**config.mk**
```make
export PLATFORM = sky130hd
export DESIGN_NAME = xorshift64_ranged_random_top
export DESIGN_NICKNAME = d
export VERILOG_FILES = /design/src/hw/rtl/xrr_pkg.sv /design/src/hw/rtl/xorshift64_ranged_random_top.sv /design/src/hw/rtl/xrr_xorshift.sv /design/src/hw/rtl/xrr_divider.sv
export SDC_FILE = /design/constraint.sdc
export NUM_CORES = 1
export LEC_CHECK = 0
export ABC_AREA = 1
export BUFFER_PORTS_ARGS = -buffer_cell sky130_fd_sc_hd__buf_2
export CAP_MARGIN = 15
export CORE_MARGIN = 2
export CORE_UTILIZATION = 35
export CTS_CLUSTER_DIAMETER = 150
export DETAILED_ROUTE_END_ITERATION = 10
export PLACE_DENSITY_LB_ADDON = 0.05
export SETUP_SLACK_MARGIN = 0.02
export SYNTH_ARGS = -nofsm -noshare
export SYNTH_HDL_FRONTEND = slang
export SYNTH_HIERARCHICAL = 1
export SYNTH_SLANG_ARGS = --single-unit
```
**constraint.sdc**
```tcl
create_clock -name i_clk -period 4.1 [get_ports i_clk]
set_input_delay 0.82 -clock i_clk [delete_from_list [all_inputs] [get_ports i_clk]]
set_output_delay 0.82 -clock i_clk [all_outputs]
set_load 0.01 [all_outputs]
```
**src/hw/rtl/xrr_pkg.sv**
```systemverilog
// Shared types and constants for the ranged xorshift random generator.
`timescale 1ns / 1ps

package xrr_pkg;

    // Field widths.
    localparam int unsigned DATA_W  = 32;
    localparam int unsigned STATE_W = 64;

    // Built-in seed, used after reset and whenever a zero seed is written.
    localparam logic [STATE_W-1:0] SEED_DEFAULT = 64'd88172645463325252;

    // Xorshift shift distances.
    localparam int unsigned SHIFT_A = 13;
    localparam int unsigned SHIFT_B = 7;
    localparam int unsigned SHIFT_C = 17;

    // Request to the remainder unit.
    typedef struct packed {
        logic              start;
        logic [DATA_W-1:0] dividend;
        logic [DATA_W-1:0] divisor;
    } t_div_req;

    // Status from the remainder unit.
    typedef struct packed {
        logic              busy;
        logic              done;
        logic [DATA_W-1:0] rem;
    } t_div_rsp;

endpackage

```
**src/hw/rtl/xorshift64_ranged_random_top.sv**
```systemverilog
// Top level of the ranged xorshift random generator: control and output word.
//
//  channel   direction  handshake                  payload
//  request   in         i_in_valid / o_in_stall    i_range_low, i_range_high
//  result    out        o_out_valid / i_out_stall  o_random_value
//  seed      in         i_seed_we                  i_seed_value
//
// A request with range_low >= range_high goes from acceptance through S_PREP to
// S_FINISH, where the result word is loaded; the full 32-bit span also passes
// S_LOAD, and any other request also waits in S_DIV on the bit-serial remainder
// unit. Reset is synchronous and active low; it reloads the default seed. One
// request is in work at a time; a finished word waits in the output register
// while the next request is accepted and processed, and a stalled output only
// holds the block when a second result is ready.
`timescale 1ns / 1ps

module xorshift64_ranged_random_top (
    input  logic                        i_clk,
    input  logic                        i_rst_n,
    input  logic                        i_seed_we,
    input  logic [xrr_pkg::STATE_W-1:0] i_seed_value,
    input  logic                        i_in_valid,
    output logic                        o_in_stall,
    input  logic [xrr_pkg::DATA_W-1:0]  i_range_low,
    input  logic [xrr_pkg::DATA_W-1:0]  i_range_high,
    output logic                        o_out_valid,
    input  logic                        i_out_stall,
    output logic [xrr_pkg::DATA_W-1:0]  o_random_value
);
    import xrr_pkg::*;

    typedef enum logic [4:0] {
        S_IDLE   = 5'b00001,
        S_PREP   = 5'b00010,
        S_LOAD   = 5'b00100,
        S_DIV    = 5'b01000,
        S_FINISH = 5'b10000
    } t_fsm;

    t_fsm              r_fsm;
    t_fsm              n_fsm;
    logic [DATA_W-1:0] r_lo;
    logic [DATA_W-1:0] n_lo;
    logic [DATA_W-1:0] r_hi;
    logic [DATA_W-1:0] n_hi;
    logic              r_trivial;
    logic              n_trivial;
    logic [DATA_W-1:0] r_span;
    logic [DATA_W-1:0] n_span;
    logic [DATA_W-1:0] r_res;
    logic [DATA_W-1:0] n_res;
    logic              r_out_valid;
    logic              n_out_valid;
    logic [DATA_W-1:0] r_out_data;
    logic [DATA_W-1:0] n_out_data;
    logic              w_accept;
    logic              w_advance;
    logic [DATA_W-1:0] w_raw;
    t_div_req          w_div_req;
    t_div_rsp          w_div_rsp;

    assign o_in_stall = (r_fsm != S_IDLE);
    assign w_accept   = i_in_valid && (r_fsm == S_IDLE);

    // Generator state.
    xrr_xorshift u_xorshift (
        .i_clk        (i_clk),
        .i_rst_n      (i_rst_n),
        .i_seed_we    (i_seed_we),
        .i_seed_value (i_seed_value),
        .i_advance    (w_advance),
        .o_raw        (w_raw)
    );

    // Remainder of the raw word by the span.
    xrr_divider u_divider (
        .i_clk   (i_clk),
        .i_rst_n (i_rst_n),
        .i_req   (w_div_req),
        .o_rsp   (w_div_rsp)
    );

    // Request sequencing and output word register.
    always_comb begin
        n_fsm       = r_fsm;
        n_lo        = r_lo;
        n_hi        = r_hi;
        n_trivial   = r_trivial;
        n_span      = r_span;
        n_res       = r_res;
        n_out_data  = r_out_data;
        n_out_valid = r_out_valid && i_out_stall;
        w_advance   = 1'b0;
        w_div_req   = '{start: 1'b0, dividend: w_raw, divisor: r_span};
        case (r_fsm)
            S_IDLE: begin
                if (w_accept) begin
                    n_lo      = i_range_low;
                    n_hi      = i_range_high;
                    n_trivial = (i_range_low >= i_range_high);
                    n_fsm     = S_PREP;
                end
            end
            S_PREP: begin
                if (r_trivial) begin
                    n_res = r_lo;
                    n_fsm = S_FINISH;
                end else begin
                    w_advance = 1'b1;
                    n_span    = r_hi - r_lo + DATA_W'(1);
                    n_fsm     = S_LOAD;
                end
            end
            S_LOAD: begin
                // A span that wraps to zero covers every 32-bit value.
                if (r_span == '0) begin
                    n_res = r_lo + w_raw;
                    n_fsm = S_FINISH;
                end else begin
                    w_div_req.start = 1'b1;
                    n_fsm           = S_DIV;
                end
            end
            S_DIV: begin
                if (w_div_rsp.done) begin
                    n_res = r_lo + w_div_rsp.rem;
                    n_fsm = S_FINISH;
                end
            end
            S_FINISH: begin
                if (!r_out_valid || !i_out_stall) begin
                    n_out_valid = 1'b1;
                    n_out_data  = r_res;
                    n_fsm       = S_IDLE;
                end
            end
            default: begin
                n_fsm = S_IDLE;
            end
        endcase
    end

    // Control state.
    always_ff @(posedge i_clk) begin
        if (!i_rst_n) begin
            r_fsm       <= S_IDLE;
            r_out_valid <= 1'b0;
        end else begin
            r_fsm       <= n_fsm;
            r_out_valid <= n_out_valid;
        end
    end

    // Payload registers.
    always_ff @(posedge i_clk) begin
        r_lo       <= n_lo;
        r_hi       <= n_hi;
        r_trivial  <= n_trivial;
        r_span     <= n_span;
        r_res      <= n_res;
        r_out_data <= n_out_data;
    end

    assign o_out_valid    = r_out_valid;
    assign o_random_value = r_out_data;

    // The remainder unit only runs while a request waits on it.
    a_div_idle: assert property (@(posedge i_clk) disable iff (!i_rst_n)
        w_div_rsp.busy |-> (r_fsm == S_DIV))
        else $error("remainder unit busy outside the divide state");

    // A finished remainder is always smaller than the span.
    a_rem_range: assert property (@(posedge i_clk) disable iff (!i_rst_n)
        w_div_rsp.done |-> (w_div_rsp.rem < r_span))
        else $error("remainder not below span");

    // The generator only advances for a range that holds more than one value.
    a_advance: assert property (@(posedge i_clk) disable iff (!i_rst_n)
        w_advance |-> (r_lo < r_hi))
        else $error("generator advanced for an empty range");

    // Nontrivial results stay inside the requested range.
    a_result_range: assert property (@(posedge i_clk) disable iff (!i_rst_n)
        (r_fsm == S_FINISH) && !r_trivial && (r_span != '0)
            |-> (r_res >= r_lo) && (r_res <= r_hi))
        else $error("result outside the requested range");

endmodule

```
**src/hw/rtl/xrr_xorshift.sv**
```systemverilog
// Generator state register with seed load and one xorshift step per advance.
`timescale 1ns / 1ps

module xrr_xorshift (
    input  logic                        i_clk,
    input  logic                        i_rst_n,
    input  logic                        i_seed_we,
    input  logic [xrr_pkg::STATE_W-1:0] i_seed_value,
    input  logic                        i_advance,
    output logic [xrr_pkg::DATA_W-1:0]  o_raw
);
    import xrr_pkg::*;

    logic [STATE_W-1:0] r_state;
    logic [STATE_W-1:0] n_state;
    logic [STATE_W-1:0] w_s1;
    logic [STATE_W-1:0] w_s2;
    logic [STATE_W-1:0] w_s3;

    // One xorshift step: three XOR-with-shift levels.
    always_comb begin
        w_s1 = r_state ^ (r_state << SHIFT_A);
        w_s2 = w_s1 ^ (w_s1 >> SHIFT_B);
        w_s3 = w_s2 ^ (w_s2 << SHIFT_C);
    end

    // A seed write wins; a zero seed falls back to the default.
    always_comb begin
        n_state = r_state;
        if (i_seed_we) begin
            n_state = (i_seed_value != '0) ? i_seed_value : SEED_DEFAULT;
        end else if (i_advance) begin
            n_state = w_s3;
        end
    end

    always_ff @(posedge i_clk) begin
        if (!i_rst_n) begin
            r_state <= SEED_DEFAULT;
        end else begin
            r_state <= n_state;
        end
    end

    assign o_raw = r_state[DATA_W-1:0];

endmodule

```
**src/hw/rtl/xrr_divider.sv**
```systemverilog
// Restoring remainder unit that retires one dividend bit per cycle.
`timescale 1ns / 1ps

module xrr_divider (
    input  logic              i_clk,
    input  logic              i_rst_n,
    input  xrr_pkg::t_div_req i_req,
    output xrr_pkg::t_div_rsp o_rsp
);
    import xrr_pkg::*;

    localparam int unsigned CNT_W = $clog2(DATA_W + 1);

    logic [DATA_W-1:0] r_rem;
    logic [DATA_W-1:0] n_rem;
    logic [DATA_W-1:0] r_dvd;
    logic [DATA_W-1:0] n_dvd;
    logic [DATA_W-1:0] r_div;
    logic [DATA_W-1:0] n_div;
    logic [CNT_W-1:0]  r_cnt;
    logic [CNT_W-1:0]  n_cnt;
    logic              r_done;
    logic              n_done;
    logic [DATA_W:0]   w_trial;
    logic [DATA_W:0]   w_diff;
    logic              w_busy;

    assign w_busy  = (r_cnt != '0);
    // Partial remainder with the next dividend bit shifted in.
    assign w_trial = {r_rem, r_dvd[DATA_W-1]};
    assign w_diff  = w_trial - {1'b0, r_div};

    // Bit-serial step: subtract when the trial value reaches the divisor.
    always_comb begin
        n_rem  = r_rem;
        n_dvd  = r_dvd;
        n_div  = r_div;
        n_cnt  = r_cnt;
        n_done = 1'b0;
        if (i_req.start) begin
            n_rem = '0;
            n_dvd = i_req.dividend;
            n_div = i_req.divisor;
            n_cnt = CNT_W'(DATA_W);
        end else if (w_busy) begin
            if (w_trial >= {1'b0, r_div}) begin
                n_rem = w_diff[DATA_W-1:0];
            end else begin
                n_rem = w_trial[DATA_W-1:0];
            end
            n_dvd  = {r_dvd[DATA_W-2:0], 1'b0};
            n_cnt  = r_cnt - CNT_W'(1);
            n_done = (r_cnt == CNT_W'(1));
        end
    end

    // Control state.
    always_ff @(posedge i_clk) begin
        if (!i_rst_n) begin
            r_cnt  <= '0;
            r_done <= 1'b0;
        end else begin
            r_cnt  <= n_cnt;
            r_done <= n_done;
        end
    end

    // Datapath shift registers.
    always_ff @(posedge i_clk) begin
        r_rem <= n_rem;
        r_dvd <= n_dvd;
        r_div <= n_div;
    end

    assign o_rsp.busy = w_busy;
    assign o_rsp.done = r_done;
    assign o_rsp.rem  = r_rem;

endmodule
```
# After elaboration in Yosys (flattened, before gate mapping)
# Cells that the tools add are included.
# totals
regBits,334
in_bits,133
out_inout_bits,34
elab_cells,83
# classes
n_addsub,6
order_cmp,2
eq_ne,12
mux,24
bitwise,6
reduce_logical,18
# ops
cell,count
32-bit 2-to-1 mux,6
64-bit 2-to-1 mux,3
64-bit XOR,2
32-bit case mux with 3 select lines,1
32-bit adder,2
64-bit nonzero test,1
32-bit subtractor,2
64-bit by 57-bit XOR with 64-bit output,1
33-bit by 32-bit greater-or-equal comparator with 1-bit output,1
"32-bit by 1-bit adder with 32-bit output, second input constant",1
32-bit greater-or-equal comparator,1
32-bit zero test,1
5-bit 2-to-1 mux,5
5-bit case mux with 5 select lines,1
6-bit 2-to-1 mux,2
"2-bit != test, second input constant",4
"6-bit by 1-bit equality test with 1-bit output, second input constant",1
1-bit 2-to-1 mux,6
2-bit AND reduction,3
6-bit nonzero test,1
"6-bit by 1-bit subtractor with 6-bit output, second input constant",1
"5-bit by 1-bit equality test with 1-bit output, second input constant",1
"5-bit by 2-bit equality test with 1-bit output, second input constant",1
"5-bit by 3-bit equality test with 1-bit output, second input constant",1
14 further kinds,19

# Logic depth before layout (Yosys ltp)
# logic_depth
word_depth,5
ltp_mapped,22
mapped_depth_nobuf,20

# By module
# Netlist, hierarchy kept.
# modules_own_cells
mod,instances,cells_each,area_per_inst_um2,seq_area_each_um2
xorshift64_ranged_random_top,1,1478,11710.0,4954.8
xrr_divider,1,1003,6956.7,2702.6
xrr_xorshift,1,905,5469.0,1281.2

# Worst setup path before layout
# Ideal clock, no wire load.
# synth_path
path_type,input to register
startpoint,input i_in_valid
endpoint,register r_hi[0] (enable)
setup_ns,0.489
arrival_ns,3.571
t_required_ns,3.611
path_slack_ns,0.041
cell_stages,2
path_cell_list,inv_1 > nor2_1
# synth_between
elab_chain_cells,2
# synth_rtl
item,line,source
start: declaration,xorshift64_ranged_random_top.sv:22,"input logic i_in_valid,"
1-bit logical AND,xorshift64_ranged_random_top.sv:63,assign w_accept = i_in_valid && (r_fsm == S_IDLE);
2-bit AND reduction (no source line),--,
end signal: assignment,xorshift64_ranged_random_top.sv:157,r_hi <= n_hi;
end: declaration,xorshift64_ranged_random_top.sv:44,logic [DATA_W-1:0] r_hi;
# No other way between the ends.
# A chain may end at the register's enable or synchronous reset.

# Worst setup path after layout
# layout_path
startpoint,register r_fsm[4]
endpoint,register r_res[28] (data pin)
# layout_between
elab_chain_cells,2
word_cells_on_any_way,4
# layout_rtl
item,line,source
start: declaration,xorshift64_ranged_random_top.sv:40,t_fsm r_fsm;
start signal: assignment,xorshift64_ranged_random_top.sv:149,r_fsm <= n_fsm;
"5-bit by 4-bit equality test with 1-bit output, or another cell as far along",xorshift64_ranged_random_top.sv:95,case (r_fsm)
32-bit case mux with 3 select lines (*),xorshift64_ranged_random_top.sv:95,
named net n_res[28],xorshift64_ranged_random_top.sv:51,logic [DATA_W-1:0] n_res;
end signal: assignment,xorshift64_ranged_random_top.sv:160,r_res <= n_res;
end: declaration,xorshift64_ranged_random_top.sv:50,logic [DATA_W-1:0] r_res;
# The timed path passes the listed nets; every way through them passes the cells marked *.

==> impl_results.md <==
* Setup bufs post-CTS at 0
* Maximum clock insertion buffer count at 3
* Final Power at 15400 uW
* Final GP Congestion at 0.929
* Layout area overhead at 12.5%
* Final instance area at 0.0271 mm^2
* Leakage at 0.0137 uW
* First-pass GRT wire length at 130 mm
* Status: finished clean
* Root Driver: clkbuf_16
* Final hold vios at 0
* Initial antenna violation count at 0
* Synthesized cell area at 0.0241 mm^2
* Clock sinks at 334
* DR iter-0 viols at 1698
* RSZ-0062 raised after global routing: no
* Critical path fanouts, max at 37
* Layout cell share with drive strength beyond 1 at 9.96%
* Syn nets at 3682
* Htree depth at 2
* Peak VDD IR at 0.285 mV
* Syn Inst Count at 3385
* DRC Markers at 0
* Gr ovfl total at 0
* Final ANT Viol Nets at 0
* Quantity of hold-fixing buffers added after cts at 0
* WP data arrival at 3.39 ns
* Ys Warns at 6
* Vias at 21400
* Later-pin clock latency in the skew report at 0.59 ns
* Pwr Density at 569 mW/mm^2
* Total CTS buffers at 43
* Die H at 267 um
* Worst setup SP type: flip-flop
* Max Slew Vio Count at 0
* HP Class: flip-flop to flip-flop
* Core area at 0.0685 mm^2
* Filler Cells Inserted at 7311
* Vias in the first global route at 20600
* Largest net degree at the start of global routing at 52
* Die Area at 0.0711 mm^2
* Routed vias/inst at 4.84
* Mapped Avg Cell Area at 7.13 um^2
* First-pass detailed-route iteration total at 5
* Multi-input gate area at 0.0126 mm^2
* IO Port Bufs at 166
* Final WL at 87.8 mm
* Fin crit period at 3.05 ns
* Setup Slack @ Placement at 1.08 ns
* Setup TNS at 0 ns
* Critical Path RT at 4.44 ns
* Period utilization at 74.5%
* Least-Margin Pin Slew at 0.836 ns
* FF+latch area at 0.00894 mm^2
* Core Rows at 96
* Final setup fails at 0
* Initial core utilization at 35.2%
* Die W at 267 um
* Max_slew headroom at 44.2%
* Dpl cell area at 0.0256 mm^2
* Total GRT Usage at 24.5%
* Kind of critical path: flip-flop to flip-flop
* Clock skew at 0.0298 ns
* I/O Pins at 167
* HPWL Detailed at 70.8 mm
* CTS tree: done
* Max Fclk at 327 MHz
* Resized cells post-CTS at 0
* CTS clk-pin slew, worst paths at 0.06 ns
* Critical Path Sink Type: flip-flop
* Max-Cap Viols at 0
* Final worst slack at 1.05 ns
* Final nets at 3806
* DR WL/cell at 19.8 um
[cell type report]
class	instances	area share [%]
antenna	1	0.00922
clock buffer	53	4.33
clock inverter	27	1.13
inverter	518	7.17
multi-input combinational	2422	46.5
sequential	334	32.9
tap	882	4.07
timing repair buffer	190	3.86
[registers in the layout, indices dropped and copies added (netlist names)]
signal	flops
o_out_valid	1
o_random_value	32
r_fsm	5
r_hi	32
r_lo	32
r_res	32
r_span	32
r_trivial	1
u_divider/r_cnt	6
u_divider/r_div	32
u_divider/r_done	1
u_divider/r_dvd	32
u_divider/r_rem	32
u_xorshift/r_state	64
[final timing paths]
kind / from / end / slack (ns) / cells after the start
setup / recovery: r_fsm[4]$_SDFFE_PN0P_ / r_res[28]$_DFFE_PP_ / 1.05 / 18
hold / removal: r_res[14]$_DFFE_PP_ / o_random_value[14]$_DFFE_PP_ / 0.42 / 0
setup reg to reg: r_fsm[4]$_SDFFE_PN0P_ / r_res[28]$_DFFE_PP_ / 1.05 / 18
hold reg to reg: r_res[14]$_DFFE_PP_ / o_random_value[14]$_DFFE_PP_ / 0.42 / 0
[critical path, cell delays in order (launching register included)]
cell,delay (ns)
dfxtp_1,0.35
inv_1,0.09
nand3_1,0.11
buf_4,0.35
nand2_1,0.08
nand2_1,0.10
ha_1,0.24
inv_1,0.08
fa_1,0.41
inv_1,0.12
nand3_1,0.08
nand3_1,0.16
nand3_1,0.10
nand3_1,0.18
nand2_1,0.10
nand3_1,0.09
nand2_1,0.06
nand2_1,0.06
nand2_1,0.05
[per-layer routing]
metal  track usage [%]  part of all wire [%]
met1              34.8                    48
met2              40.4                    46
met3              2.13                   4.2
met4              5.36                   1.8
met5                 0                     0
[layout by cell type (no fill, tap or decap), drive strengths merged, types with 3 or more instances in the layout]
master and count:
nand2 1238, inv 519, nor2 273, edfxtp 225, nand3 209, buf 190
a21oi 170, ha 161, dfxtp 109, xnor2 96, o21ai 95, xor2 68
clkbuf 53, nand4 29, clkinv 18, nor3 17, nand3b 16, or2 10
a211oi 8, and2 6, bufinv 6, o21bai 5, o21a 4, a21o 3
o211ai 3, fa 3
[per-stage QoR]
step / utilization (%) / hold WS [ns] / instances
floorplan: - / 0.400 / 3385
global placement: 37.5 / 0.401 / 4346
detailed placement: 37.5 / 0.405 / 4346
CTS: 39.6 / 0.395 / 4426
global route: 39.6 / 0.418 / 4426
finish: 39.6 / 0.421 / 4427
[report_power, final]
part           internal (uW)  switching, uW
Sequential              4320            700
Clock                   2420           1620
Combinational           2150           4240
Total                   8890           6560
Note: power is estimated with default switching activity, not from simulation.
